--- src/rtl/core/pid_aw_pkg.sv ---
`timescale 1ns / 1ps
// Shared types and constants of the positional PID controller.
// Depends on nothing; every other file of the block but pid_aw_if imports it.
package pid_aw_pkg;

  localparam int unsigned GAIN_W         = 16;
  localparam int unsigned SUM_W          = 32;
  localparam int unsigned LIMIT_W        = 15;
  localparam int unsigned DRV_W          = LIMIT_W + 1;
  localparam int unsigned ADDR_W         = 4;
  localparam int unsigned DATA_WIDTH_DEF = 16;
  localparam int unsigned GAIN_FRAC_DEF  = 8;

  localparam logic [1:0] REG_GAIN_P       = 2'd0;
  localparam logic [1:0] REG_GAIN_I       = 2'd1;
  localparam logic [1:0] REG_GAIN_D       = 2'd2;
  localparam logic [1:0] REG_OUTPUT_LIMIT = 2'd3;

  localparam logic [LIMIT_W-1:0] LIMIT_RESET = '1;

  typedef enum logic [3:0] {
    S_IDLE, S_MULP, S_MULI, S_MULD, S_SUM, S_CLAMP,
    S_DIVINIT, S_DIV, S_DIVFIX, S_DONE
  } pid_state_e;

  typedef enum logic [3:0] {
    OP_NONE, OP_LOAD, OP_MULP, OP_MULI, OP_MULD, OP_SUM, OP_CLAMP,
    OP_DIVINIT, OP_DIVSTEP, OP_DIVFIX, OP_COMMIT
  } dp_op_e;

  typedef struct packed {
    dp_op_e op;
  } dp_cmd_t;

  typedef struct packed {
    logic clear_item;
    logic backcalc;
    logic div_last;
  } dp_sts_t;

endpackage

--- src/rtl/core/pid_aw_if.sv ---
`timescale 1ns / 1ps
// Request and result channel interfaces of the PID controller.
// Valid/ready handshake; no package dependency.
interface pid_aw_req_if #(parameter int unsigned DW = 16) ();
  logic                 valid;
  logic                 ready;
  logic                 func;
  logic signed [DW-1:0] target;
  logic signed [DW-1:0] measured;
  modport source (output valid, func, target, measured, input ready);
  modport sink (input valid, func, target, measured, output ready);
endinterface

interface pid_aw_rsp_if #(parameter int unsigned DW = 16) ();
  logic                 valid;
  logic                 ready;
  logic signed [DW-1:0] drive;
  logic                 clamped;
  modport source (output valid, drive, clamped, input ready);
  modport sink (input valid, drive, clamped, output ready);
endinterface

--- src/rtl/core/positional_pid_antiwindup.sv ---
`timescale 1ns / 1ps
// Positional PID controller with back-calculation anti-windup, top level.
// Uses pid_aw_pkg, pid_aw_if, pid_aw_ctrl and pid_aw_dp.
//
// A request on req_i carries func, target and measured. A control request
// (func 0) yields one result on rsp_o with the clamped drive and a flag that
// tells whether limiting was applied; a clear request (func 1) zeroes the
// integral and the previous error and yields drive 0, clamped 0.
// Gains and the output limit are to be written over the APB port only while
// idle; the block itself does not enforce this. A clear request goes from
// S_MULP straight to S_DONE; a control request runs the multiply, sum and
// clamp states. The back-calculation then runs a restoring divider of 51
// steps, one quotient bit per cycle. One request is processed at a time, and
// the block returns to idle as the result is written, so a new request is
// accepted only after the previous result has entered the output register.
// If the receiver stalls, that result is held and a finished next result
// waits inside the block until the output register frees.
// Reset clears the state, the gains to 0 and the limit to 32767.
module positional_pid_antiwindup
  import pid_aw_pkg::*;
#(
  parameter int unsigned DATA_WIDTH     = DATA_WIDTH_DEF,
  parameter int unsigned GAIN_FRAC_BITS = GAIN_FRAC_DEF
) (
  input  logic               clk_i,
  input  logic               rst_ni,
  pid_aw_req_if.sink         req_i,
  pid_aw_rsp_if.source       rsp_o,
  input  logic               psel,
  input  logic               penable,
  input  logic               pwrite,
  input  logic [ADDR_W-1:0]  paddr,
  input  logic [31:0]        pwdata,
  output logic [31:0]        prdata,
  output logic               pready
);

  logic signed [GAIN_W-1:0] gain_p_q, gain_i_q, gain_d_q;
  logic [LIMIT_W-1:0]       limit_q;
  logic                     wr_en;
  dp_cmd_t                  cmd;
  dp_sts_t                  sts;
  logic signed [DRV_W-1:0]  drive;

  assign pready = 1'b1;
  assign wr_en  = psel && penable && pwrite && pready;

  always_ff @(posedge clk_i or negedge rst_ni) begin
    if (!rst_ni) begin
      gain_p_q <= '0;
      gain_i_q <= '0;
      gain_d_q <= '0;
      limit_q  <= LIMIT_RESET;
    end else if (wr_en) begin
      unique case (paddr[3:2])
        REG_GAIN_P:       gain_p_q <= pwdata[GAIN_W-1:0];
        REG_GAIN_I:       gain_i_q <= pwdata[GAIN_W-1:0];
        REG_GAIN_D:       gain_d_q <= pwdata[GAIN_W-1:0];
        REG_OUTPUT_LIMIT: limit_q  <= pwdata[LIMIT_W-1:0];
        default: ;
      endcase
    end
  end

  always_comb begin
    unique case (paddr[3:2])
      REG_GAIN_P:       prdata = 32'(gain_p_q);
      REG_GAIN_I:       prdata = 32'(gain_i_q);
      REG_GAIN_D:       prdata = 32'(gain_d_q);
      REG_OUTPUT_LIMIT: prdata = 32'(limit_q);
      default:          prdata = '0;
    endcase
  end

  pid_aw_ctrl u_ctrl (
    .clk_i       (clk_i),
    .rst_ni      (rst_ni),
    .in_valid_i  (req_i.valid),
    .in_ready_o  (req_i.ready),
    .out_valid_o (rsp_o.valid),
    .out_ready_i (rsp_o.ready),
    .sts_i       (sts),
    .cmd_o       (cmd)
  );

  pid_aw_dp #(
    .DATA_WIDTH     (DATA_WIDTH),
    .GAIN_FRAC_BITS (GAIN_FRAC_BITS)
  ) u_dp (
    .clk_i      (clk_i),
    .rst_ni     (rst_ni),
    .cmd_i      (cmd),
    .sts_o      (sts),
    .func_i     (req_i.func),
    .target_i   (req_i.target),
    .measured_i (req_i.measured),
    .gain_p_i   (gain_p_q),
    .gain_i_i   (gain_i_q),
    .gain_d_i   (gain_d_q),
    .limit_i    (limit_q),
    .drive_o    (drive),
    .clamped_o  (rsp_o.clamped)
  );

  assign rsp_o.drive = DATA_WIDTH'(drive);

`ifndef SYNTHESIS
  a_busy_after_accept: assert property (@(posedge clk_i) disable iff (!rst_ni)
    req_i.valid && req_i.ready |=> !req_i.ready)
    else $error("request accepted while previous one still in progress");

  a_clamp_at_limit: assert property (@(posedge clk_i) disable iff (!rst_ni)
    rsp_o.valid && rsp_o.clamped |->
      (drive == DRV_W'({1'b0, limit_q})) || (drive == -DRV_W'({1'b0, limit_q})))
    else $error("clamped result not at the output limit");
`endif

endmodule

--- src/rtl/core/pid_aw_ctrl.sv ---
`timescale 1ns / 1ps
// Sequencing state machine of the PID controller.
// Uses pid_aw_pkg; drives the datapath through dp_cmd_t.
module pid_aw_ctrl
  import pid_aw_pkg::*;
(
  input  logic    clk_i,
  input  logic    rst_ni,
  input  logic    in_valid_i,
  output logic    in_ready_o,
  output logic    out_valid_o,
  input  logic    out_ready_i,
  input  dp_sts_t sts_i,
  output dp_cmd_t cmd_o
);

  pid_state_e state_q, state_d;
  logic       out_valid_q, out_valid_d;

  always_ff @(posedge clk_i or negedge rst_ni) begin
    if (!rst_ni) begin
      state_q     <= S_IDLE;
      out_valid_q <= 1'b0;
    end else begin
      state_q     <= state_d;
      out_valid_q <= out_valid_d;
    end
  end

  always_comb begin
    state_d    = state_q;
    cmd_o.op   = OP_NONE;
    in_ready_o = 1'b0;
    unique case (state_q)
      S_IDLE: begin
        in_ready_o = 1'b1;
        if (in_valid_i) begin
          cmd_o.op = OP_LOAD;
          state_d  = S_MULP;
        end
      end
      S_MULP: begin
        if (sts_i.clear_item) begin
          state_d = S_DONE;
        end else begin
          cmd_o.op = OP_MULP;
          state_d  = S_MULI;
        end
      end
      S_MULI: begin
        cmd_o.op = OP_MULI;
        state_d  = S_MULD;
      end
      S_MULD: begin
        cmd_o.op = OP_MULD;
        state_d  = S_SUM;
      end
      S_SUM: begin
        cmd_o.op = OP_SUM;
        state_d  = S_CLAMP;
      end
      S_CLAMP: begin
        cmd_o.op = OP_CLAMP;
        state_d  = sts_i.backcalc ? S_DIVINIT : S_DONE;
      end
      S_DIVINIT: begin
        cmd_o.op = OP_DIVINIT;
        state_d  = S_DIV;
      end
      S_DIV: begin
        cmd_o.op = OP_DIVSTEP;
        if (sts_i.div_last) begin
          state_d = S_DIVFIX;
        end
      end
      S_DIVFIX: begin
        cmd_o.op = OP_DIVFIX;
        state_d  = S_DONE;
      end
      S_DONE: begin
        if (!out_valid_q || out_ready_i) begin
          cmd_o.op = OP_COMMIT;
          state_d  = S_IDLE;
        end
      end
      default: state_d = S_IDLE;
    endcase
  end

  always_comb begin
    out_valid_d = out_valid_q;
    if (cmd_o.op == OP_COMMIT) begin
      out_valid_d = 1'b1;
    end else if (out_ready_i) begin
      out_valid_d = 1'b0;
    end
  end

  assign out_valid_o = out_valid_q;

endmodule

--- src/rtl/core/pid_aw_dp.sv ---
`timescale 1ns / 1ps
// Datapath of the PID controller: shared multiplier, sum and clamp,
// serial restoring divider for the back-calculated integral. Uses pid_aw_pkg.
module pid_aw_dp
  import pid_aw_pkg::*;
#(
  parameter int unsigned DATA_WIDTH     = DATA_WIDTH_DEF,
  parameter int unsigned GAIN_FRAC_BITS = GAIN_FRAC_DEF
) (
  input  logic                         clk_i,
  input  logic                         rst_ni,
  input  dp_cmd_t                      cmd_i,
  output dp_sts_t                      sts_o,
  input  logic                         func_i,
  input  logic signed [DATA_WIDTH-1:0] target_i,
  input  logic signed [DATA_WIDTH-1:0] measured_i,
  input  logic signed [GAIN_W-1:0]     gain_p_i,
  input  logic signed [GAIN_W-1:0]     gain_i_i,
  input  logic signed [GAIN_W-1:0]     gain_d_i,
  input  logic [LIMIT_W-1:0]           limit_i,
  output logic signed [DRV_W-1:0]      drive_o,
  output logic                         clamped_o
);

  localparam int unsigned EW  = DATA_WIDTH + 1;
  localparam int unsigned DEW = DATA_WIDTH + 2;
  localparam int unsigned MW  = (DEW > SUM_W) ? DEW : SUM_W;
  localparam int unsigned PW  = GAIN_W + MW;
  localparam int unsigned AW  = PW + 2;
  localparam int unsigned NW  = AW + 1;
  localparam int unsigned SW  = ((EW > SUM_W) ? EW : SUM_W) + 1;
  localparam int unsigned CW  = $clog2(NW + 1);
  localparam int unsigned RW  = GAIN_W + 1;

  localparam logic signed [SW-1:0] SAT_MAX = SW'(32'sh7fff_ffff);
  localparam logic signed [SW-1:0] SAT_MIN = SW'(-32'sh7fff_ffff - 32'sd1);
  localparam logic [NW-1:0] Q_POS_MAX = {{(NW-SUM_W){1'b0}}, 32'h7fff_ffff};
  localparam logic [NW-1:0] Q_NEG_MAX = {{(NW-SUM_W){1'b0}}, 32'h8000_0000};

  logic                     func_q;
  logic signed [EW-1:0]     err_q, prev_q;
  logic signed [DEW-1:0]    diff_q;
  logic signed [SUM_W-1:0]  esum_q;
  logic signed [PW-1:0]     prod_q, p_q, i_q, d_q;
  logic signed [AW-1:0]     total_q;
  logic signed [NW-1:0]     num_q;
  logic signed [DRV_W-1:0]  drv_q, drive_q;
  logic                     clip_q, clamped_q, neg_q;
  logic [NW-1:0]            quo_q;
  logic [RW-1:0]            rem_q;
  logic [CW-1:0]            cnt_q;

  logic signed [EW-1:0]     err_c;
  logic signed [DEW-1:0]    diff_c;
  logic signed [SW-1:0]     acc_c;
  logic signed [SUM_W-1:0]  esum_sat;
  logic signed [GAIN_W-1:0] mul_a;
  logic signed [MW-1:0]     mul_b;
  logic signed [PW-1:0]     prod_c;
  logic signed [AW-1:0]     val_c, lim_c, drv_c;
  logic                     clip_c;
  logic signed [NW-1:0]     num_c;
  logic signed [RW-1:0]     gi_ext;
  logic [RW-1:0]            dvs_c;
  logic [RW:0]              rem_sh, rem_sub;
  logic [SUM_W-1:0]         qsat_c;

  assign err_c  = EW'(target_i) - EW'(measured_i);
  assign diff_c = DEW'(err_c) - DEW'(prev_q);

  always_comb begin
    acc_c = SW'(esum_q) + SW'(err_q);
    if (acc_c > SAT_MAX) begin
      esum_sat = SAT_MAX[SUM_W-1:0];
    end else if (acc_c < SAT_MIN) begin
      esum_sat = SAT_MIN[SUM_W-1:0];
    end else begin
      esum_sat = acc_c[SUM_W-1:0];
    end
  end

  always_comb begin
    priority case (cmd_i.op)
      OP_MULI: begin
        mul_a = gain_i_i;
        mul_b = MW'(esum_q);
      end
      OP_MULD: begin
        mul_a = gain_d_i;
        mul_b = MW'(diff_q);
      end
      default: begin
        mul_a = gain_p_i;
        mul_b = MW'(err_q);
      end
    endcase
  end

  assign prod_c = PW'(mul_a) * PW'(mul_b);

  always_comb begin
    val_c = total_q >>> GAIN_FRAC_BITS;
    lim_c = AW'({1'b0, limit_i});
    if (val_c > lim_c) begin
      drv_c = lim_c;
    end else if (val_c < -lim_c) begin
      drv_c = -lim_c;
    end else begin
      drv_c = val_c;
    end
    clip_c = (drv_c != val_c);
    num_c  = (NW'(drv_c) <<< GAIN_FRAC_BITS) - NW'(p_q) - NW'(d_q);
  end

  assign gi_ext  = RW'(gain_i_i);
  assign dvs_c   = gi_ext[RW-1] ? RW'(-gi_ext) : RW'(gi_ext);
  assign rem_sh  = {rem_q, quo_q[NW-1]};
  assign rem_sub = rem_sh - {1'b0, dvs_c};

  always_comb begin
    if (neg_q) begin
      qsat_c = (quo_q > Q_NEG_MAX) ? 32'h8000_0000 : SUM_W'(-quo_q);
    end else begin
      qsat_c = (quo_q > Q_POS_MAX) ? 32'h7fff_ffff : quo_q[SUM_W-1:0];
    end
  end

  always_ff @(posedge clk_i or negedge rst_ni) begin
    if (!rst_ni) begin
      esum_q <= '0;
      prev_q <= '0;
    end else begin
      if (cmd_i.op == OP_MULP) begin
        esum_q <= esum_sat;
      end else if (cmd_i.op == OP_DIVFIX) begin
        esum_q <= $signed(qsat_c);
      end else if (cmd_i.op == OP_COMMIT && func_q) begin
        esum_q <= '0;
      end
      if (cmd_i.op == OP_COMMIT) begin
        prev_q <= func_q ? '0 : err_q;
      end
    end
  end

  always_ff @(posedge clk_i) begin
    unique case (cmd_i.op)
      OP_LOAD: begin
        func_q <= func_i;
        err_q  <= err_c;
        diff_q <= diff_c;
      end
      OP_MULP: prod_q <= prod_c;
      OP_MULI: begin
        p_q    <= prod_q;
        prod_q <= prod_c;
      end
      OP_MULD: begin
        i_q    <= prod_q;
        prod_q <= prod_c;
      end
      OP_SUM: begin
        d_q     <= prod_q;
        total_q <= AW'(p_q) + AW'(i_q) + AW'(prod_q);
      end
      OP_CLAMP: begin
        drv_q  <= DRV_W'(drv_c);
        clip_q <= clip_c;
        num_q  <= num_c;
      end
      OP_DIVINIT: begin
        quo_q <= num_q[NW-1] ? NW'(-num_q) : NW'(num_q);
        rem_q <= '0;
        cnt_q <= CW'(NW);
        neg_q <= num_q[NW-1] ^ gain_i_i[GAIN_W-1];
      end
      OP_DIVSTEP: begin
        cnt_q <= cnt_q - CW'(1);
        if (!rem_sub[RW]) begin
          rem_q <= rem_sub[RW-1:0];
          quo_q <= {quo_q[NW-2:0], 1'b1};
        end else begin
          rem_q <= rem_sh[RW-1:0];
          quo_q <= {quo_q[NW-2:0], 1'b0};
        end
      end
      OP_COMMIT: begin
        drive_q   <= func_q ? '0 : drv_q;
        clamped_q <= func_q ? 1'b0 : clip_q;
      end
      default: ;
    endcase
  end

  assign sts_o.clear_item = func_q;
  assign sts_o.backcalc   = clip_c && (gain_i_i != '0);
  assign sts_o.div_last   = (cnt_q == CW'(1));
  assign drive_o          = drive_q;
  assign clamped_o        = clamped_q;

endmodule

--- src/flat_wrapper.sv ---
// flat-port wrapper written by rule: the top's interface ports become plain ports
module positional_pid_antiwindup_flat import pid_aw_pkg::*;
#(
  parameter int unsigned DATA_WIDTH     = DATA_WIDTH_DEF,
  parameter int unsigned GAIN_FRAC_BITS = GAIN_FRAC_DEF
)
  (clk_i, rst_ni, psel, penable, pwrite, paddr, pwdata, prdata, pready, req_i_valid, req_i_func, req_i_target, req_i_measured, req_i_ready, rsp_o_valid, rsp_o_drive, rsp_o_clamped, rsp_o_ready);
  pid_aw_req_if #(.DW(16)) req_i_i ();
  pid_aw_rsp_if #(.DW(16)) rsp_o_i ();
  input  logic clk_i;
  input  logic rst_ni;
  input  logic psel;
  input  logic penable;
  input  logic pwrite;
  input  logic [ADDR_W-1:0] paddr;
  input  logic [31:0] pwdata;
  output logic [31:0] prdata;
  output logic pready;
  input wire logic [$bits(req_i_i.valid)-1:0] req_i_valid;
  input wire logic [$bits(req_i_i.func)-1:0] req_i_func;
  input wire logic [$bits(req_i_i.target)-1:0] req_i_target;
  input wire logic [$bits(req_i_i.measured)-1:0] req_i_measured;
  output wire logic [$bits(req_i_i.ready)-1:0] req_i_ready;
  output wire logic [$bits(rsp_o_i.valid)-1:0] rsp_o_valid;
  output wire logic [$bits(rsp_o_i.drive)-1:0] rsp_o_drive;
  output wire logic [$bits(rsp_o_i.clamped)-1:0] rsp_o_clamped;
  input wire logic [$bits(rsp_o_i.ready)-1:0] rsp_o_ready;
  assign req_i_i.valid = req_i_valid;
  assign req_i_i.func = req_i_func;
  assign req_i_i.target = req_i_target;
  assign req_i_i.measured = req_i_measured;
  assign req_i_ready = req_i_i.ready;
  assign rsp_o_valid = rsp_o_i.valid;
  assign rsp_o_drive = rsp_o_i.drive;
  assign rsp_o_clamped = rsp_o_i.clamped;
  assign rsp_o_i.ready = rsp_o_ready;
  positional_pid_antiwindup #(.DATA_WIDTH(DATA_WIDTH), .GAIN_FRAC_BITS(GAIN_FRAC_BITS)) u_core (.clk_i(clk_i), .rst_ni(rst_ni), .req_i(req_i_i), .rsp_o(rsp_o_i), .psel(psel), .penable(penable), .pwrite(pwrite), .paddr(paddr), .pwdata(pwdata), .prdata(prdata), .pready(pready));
endmodule
--- config.mk ---
export PLATFORM = sky130hd
export DESIGN_NAME = positional_pid_antiwindup_flat
export DESIGN_NICKNAME = d
export VERILOG_FILES = /design/src/rtl/core/pid_aw_pkg.sv /design/src/rtl/core/pid_aw_if.sv /design/src/rtl/core/positional_pid_antiwindup.sv /design/src/rtl/core/pid_aw_ctrl.sv /design/src/rtl/core/pid_aw_dp.sv /design/src/flat_wrapper.sv
export SDC_FILE = /design/constraint.sdc
export NUM_CORES = 2
export LEC_CHECK = 0
export ABC_AREA = 1
export BUFFER_PORTS_ARGS = -buffer_cell sky130_fd_sc_hd__buf_2
export CAP_MARGIN = 20
export CORE_ASPECT_RATIO = 1.2
export CORE_MARGIN = 10
export CORE_UTILIZATION = 46
export CTS_BUF_LIST = sky130_fd_sc_hd__clkbuf_4 sky130_fd_sc_hd__clkbuf_8
export DETAILED_ROUTE_END_ITERATION = 7
export PLACE_DENSITY_LB_ADDON = 0.2
export SLEW_MARGIN = 25
export SYNTH_ARGS = -nofsm -noshare
export SYNTH_HDL_FRONTEND = slang
export SYNTH_SLANG_ARGS = --single-unit
--- constraint.sdc ---
create_clock -name clk_i -period 10.1 [get_ports clk_i]
set_clock_uncertainty 0.15 [all_clocks]
set_input_delay 1.01 -clock clk_i [delete_from_list [all_inputs] [get_ports clk_i]]
set_output_delay 1.01 -clock clk_i [all_outputs]
set_load 0.005 [all_outputs]
==> results.sh <==
export IMPL_critical_path_required_ns=10.40
export IMPL_final_max_slew_violation_count=0
export IMPL_grt_overflow_total=0
export IMPL_viasPerCell=5.39
export IMPL_cts_hold_buffers=0
export IMPL_final_setup_tns_ns=0
export IMPL_area_growth_pct=7.65
export IMPL_multi_input_comb_area_sq_um=33600
export IMPL_worstHoldPathType="in2async"
export IMPL_layout_filler_cells=11600
export IMPL_placed_area_sq_um=57700
export IMPL_synth_ff_latch_count=547
export IMPL_cts_setup_buffers=0
export IMPL_route_detailed_drc=0
export IMPL_final_antenna_net_count=0
export IMPL_setup_violations=0
export IMPL_cts_path_max_buffers=3
export IMPL_postSynthAreaPerCell_sq_um=8.47
export IMPL_worstRegToRegCells=29
export IMPL_dpl_hpwl_microns=136000
export IMPL_grt_pass1_vias=45500
export IMPL_finalCriticalPeriod_ns=9.33
export IMPL_drive_above_1_share_pct=6.19
export IMPL_ioPinCount=128
export IMPL_seqCellArea_sq_um=15900
export IMPL_synthArstFlopShare_pct=21.4
export IMPL_layoutNonFillerInstCount=8243
export IMPL_slew_at_the_pin_closest_to_its_max_slew_limit_ns=1.11
export IMPL_syn_inst=6532
export IMPL_fmax_mhz=107
export IMPL_start_util_pct=46.2
export IMPL_regToRegStartpoint="u_core.u_ctrl.state_q[3]"
export IMPL_rsz_0062_raised_after_global_routing="false"
export IMPL_placed_cells=8080
export IMPL_yosys_warnings=0
export IMPL_regToRegEndpoint="u_core.u_dp.prod_q[46]"
export IMPL_die_x_microns=337
export IMPL_die_height_microns=400
export IMPL_routed_via_count=44400
export IMPL_drtPass1Iterations=5
export IMPL_final_design_area_no_fill_sq_um=59600
export IMPL_rows=139
export IMPL_design_die_area_sq_um=135000
export IMPL_nNetsFinal=7649
export IMPL_hold_viol=0
export IMPL_numCtsBuffers=87
export IMPL_cts_root_buf="sky130_fd_sc_hd__clkbuf_8"
export IMPL_synthFlopType="sky130_fd_sc_hd__edfxtp_1"
export IMPL_yosysSeqAreaShare_pct=28.7
export IMPL_worstPathMaxFanout=35
export IMPL_outcome="complete, no violations"
export IMPL_level_count_of_the_clock_h_tree=3
export IMPL_grt_pass1_wl_microns=261000
export IMPL_timing_critical_path_slowest_cell_delay_ns=0.75
export IMPL_core_sq_um=120000
export IMPL_slew_limit_headroom_pct=26.0
export IMPL_skew_pair_late_insertion_delay_ns=0.75
export IMPL_worst_setup_path_type="reg2reg"
export IMPL_globalRouteTotalUtil_pct=25.1
export IMPL_synth_lib_cells_used_distinct=66
export IMPL_synth_top_area_share_pct=23.3
export IMPL_crit_arrival_ns=9.63
export IMPL_setup_worst_path_end_class="flop"
export IMPL_place_congestion=0.965
export IMPL_synth_edf_count=430
export IMPL_drv_cap=0
export IMPL_path_clk_slew_ns=0.06
export IMPL_grt_start_max_net_pins=75
export IMPL_rrSetupSlack_ns=0.77
export IMPL_post_cts_resize_count=0
export IMPL_post_synth_top_area_cell="sky130_fd_sc_hd__edfxtp_1"
export IMPL_drt_wirelength_per_cell_microns=20.3
export IMPL_startpoint_type="flop"
export IMPL_critPathSlowestCell="sky130_fd_sc_hd__fa_1"
export IMPL_io_buffer_count=108
export IMPL_final_period_utilization_pct=92.4
export IMPL_tritoncts_num_sinks=547
export IMPL_antenna_violations_before_repair=6
export IMPL_postRouteWirelength_microns=168000
export IMPL_detail_route_iter0_violations=3395
export IMPL_synthTopCellsByArea="sky130_fd_sc_hd__edfxtp_1 23%, sky130_fd_sc_hd__fa_1 21%, sky130_fd_sc_hd__inv_1 9.2%"
export IMPL_cts_tree="built"
export IMPL_mappedNetlistArea_sq_um=55300
synthesized netlist by cell type, types with 8 or more instances:
| cell type | n |
|---|---|
| sky130_fd_sc_hd__a21boi_1 | 11 |
| sky130_fd_sc_hd__a31oi_1 | 72 |
| sky130_fd_sc_hd__fa_1 | 580 |
| sky130_fd_sc_hd__buf_4 | 18 |
| sky130_fd_sc_hd__nor2_1 | 474 |
| sky130_fd_sc_hd__dfrtp_1 | 102 |
| sky130_fd_sc_hd__nor3_1 | 64 |
| sky130_fd_sc_hd__o31ai_1 | 16 |
| sky130_fd_sc_hd__inv_1 | 1356 |
| sky130_fd_sc_hd__xnor2_1 | 106 |
| sky130_fd_sc_hd__clkinv_1 | 16 |
| sky130_fd_sc_hd__a21boi_0 | 15 |
| sky130_fd_sc_hd__a21o_1 | 10 |
| sky130_fd_sc_hd__o2111ai_1 | 19 |
| sky130_fd_sc_hd__o21ai_1 | 22 |
| sky130_fd_sc_hd__edfxtp_1 | 430 |
| sky130_fd_sc_hd__o311ai_0 | 19 |
| sky130_fd_sc_hd__o211ai_1 | 18 |
| sky130_fd_sc_hd__nand4_1 | 65 |
| sky130_fd_sc_hd__dfstp_2 | 15 |
| sky130_fd_sc_hd__nand2_1 | 1299 |
| sky130_fd_sc_hd__or2_2 | 9 |
| sky130_fd_sc_hd__o221ai_1 | 12 |
| sky130_fd_sc_hd__a21oi_1 | 378 |
| sky130_fd_sc_hd__ha_1 | 374 |
| sky130_fd_sc_hd__clkbuf_1 | 141 |
| sky130_fd_sc_hd__nor2_2 | 8 |
| sky130_fd_sc_hd__nand2_2 | 10 |
| sky130_fd_sc_hd__xor2_1 | 175 |
| sky130_fd_sc_hd__a211oi_1 | 12 |
| sky130_fd_sc_hd__nand3_1 | 194 |
| sky130_fd_sc_hd__o21bai_1 | 20 |
| sky130_fd_sc_hd__o21a_1 | 21 |
| sky130_fd_sc_hd__buf_2 | 19 |
| sky130_fd_sc_hd__nor4_1 | 27 |
| sky130_fd_sc_hd__o21ai_0 | 314 |
| sky130_fd_sc_hd__o311ai_1 | 8 |
metrics by stage:
stage	util (%)	hold WS, ns	setup WS, ns
finish	49.8	0.157	0.770
global route	49.8	0.165	0.267
CTS	49.8	0.110	0.950
detailed placement	48.2	0.325	0.988
global placement	48.2	0.317	1.02
floorplan	-	0.303	1.25
cells by family (layout without fill, tap and decap cells):
| logic type | count (synthesis) | after routing | share of synthesized area, % |
|---|---|---|---|
| other cells | 1 | 5 | 0.00678 |
| flops | 547 | 547 | 28.7 |
| fa+ha+maj | 954 | 954 | 29.4 |
| buf+inv | 1568 | 1724 | 10.8 |
| compound gates | 997 | 997 | 10.3 |
| xor+xnor | 281 | 281 | 4.45 |
| simple gates | 2184 | 2184 | 16.3 |
area by class of cell:
cell class / instances / share of cell area (%)
clock inverter: 36 / 0.613
inverter: 1379 / 8.69
tap: 1551 / 3.26
clock buffer: 123 / 2.54
antenna: 3 / 0.0126
timing repair buffer: 186 / 1.89
sequential: 547 / 26.6
multi-input combinational: 4418 / 56.4
layer usage:
layer  GRT usage (%)  wire length, microns  up-vias  part of all wire (%)
met2            42.5                 79900     1445                    48
met3            3.38                 10700      316                   6.4
met1            32.0                 69300    21700                    41
li1                -                     -    21000                     -
met5               0                     0        -                     0
met4            10.6                  7680        0                   4.6
worst max-delay path by stage:
stage,from,endpoint,slack [ns],depth (start not counted)
after detailed placement,u_core.u_ctrl.state_q[3],u_core.u_dp.prod_q[46],0.99,30
after global placement,u_core.u_ctrl.state_q[3],u_core.u_dp.prod_q[47],1.02,31
final,u_core.u_ctrl.state_q[3],u_core.u_dp.prod_q[46],0.77,29
after global routing,u_core.u_ctrl.state_q[3],u_core.u_dp.prod_q[43],0.27,30
after floorplan,u_core.u_ctrl.state_q[3],u_core.u_dp.prod_q[46],1.25,31
after CTS,u_core.u_ctrl.state_q[3],u_core.u_dp.prod_q[47],0.95,31
critical path: cells and delay by family (launching register included):
kind	cells	cell delay (ns)
compound gates	7	1.78
xor+xnor	1	0.17
fa+ha+maj	7	3.61
buf+inv	8	1.75
flops	1	0.41
simple gates	6	1.15
registers in the layout (all words and copies together), names as in the netlist, 4 cells and up:
| signal | flops |
|---|---|
| u_core.u_dp.rem_q | 17 |
| u_core.limit_q | 15 |
| u_core.u_dp.quo_q | 51 |
| u_core.u_dp.esum_q | 32 |
| u_core.u_dp.prod_q | 48 |
| u_core.u_dp.err_q | 17 |
| u_core.u_dp.prev_q | 17 |
| u_core.u_dp.total_q | 42 |
| u_core.u_dp.p_q | 48 |
| u_core.u_ctrl.state_q | 4 |
| u_core.u_dp.cnt_q | 6 |
| u_core.gain_p_q | 16 |
| u_core.u_dp.drv_q | 16 |
| u_core.u_dp.d_q | 48 |
| u_core.u_dp.drive_o | 16 |
| u_core.u_dp.diff_q | 18 |
| u_core.u_dp.num_q | 51 |
| u_core.gain_d_q | 16 |
| u_core.gain_i_q | 16 |
| u_core.u_dp.i_q | 48 |
layout by cell type, fill, tap and decap left out, types with 12 or more instances in the layout:
cell type	n
sky130_fd_sc_hd__xor2_1	175
sky130_fd_sc_hd__nand2_2	12
sky130_fd_sc_hd__o21ai_0	314
sky130_fd_sc_hd__dfstp_2	15
sky130_fd_sc_hd__inv_1	1356
sky130_fd_sc_hd__o21bai_1	20
sky130_fd_sc_hd__nor4_1	27
sky130_fd_sc_hd__o21ai_1	22
sky130_fd_sc_hd__o31ai_1	16
sky130_fd_sc_hd__dfrtp_1	102
sky130_fd_sc_hd__nand2_1	1296
sky130_fd_sc_hd__o2111ai_1	19
sky130_fd_sc_hd__clkbuf_8	94
sky130_fd_sc_hd__buf_4	79
sky130_fd_sc_hd__o21a_1	21
sky130_fd_sc_hd__o221ai_1	12
sky130_fd_sc_hd__o211ai_1	18
sky130_fd_sc_hd__clkinv_1	33
sky130_fd_sc_hd__nor2_1	468
sky130_fd_sc_hd__edfxtp_1	430
sky130_fd_sc_hd__nor3_1	63
sky130_fd_sc_hd__a21boi_0	15
sky130_fd_sc_hd__a31oi_1	72
sky130_fd_sc_hd__clkbuf_4	29
sky130_fd_sc_hd__a21oi_1	377
sky130_fd_sc_hd__xnor2_1	106
sky130_fd_sc_hd__nand4_1	65
sky130_fd_sc_hd__nand3_1	193
sky130_fd_sc_hd__buf_2	107
sky130_fd_sc_hd__fa_1	580
sky130_fd_sc_hd__ha_1	374
sky130_fd_sc_hd__o311ai_0	19
Power is not shown: default switching activity piles up to over one toggle a cycle in this logic, so the estimate is an artifact.
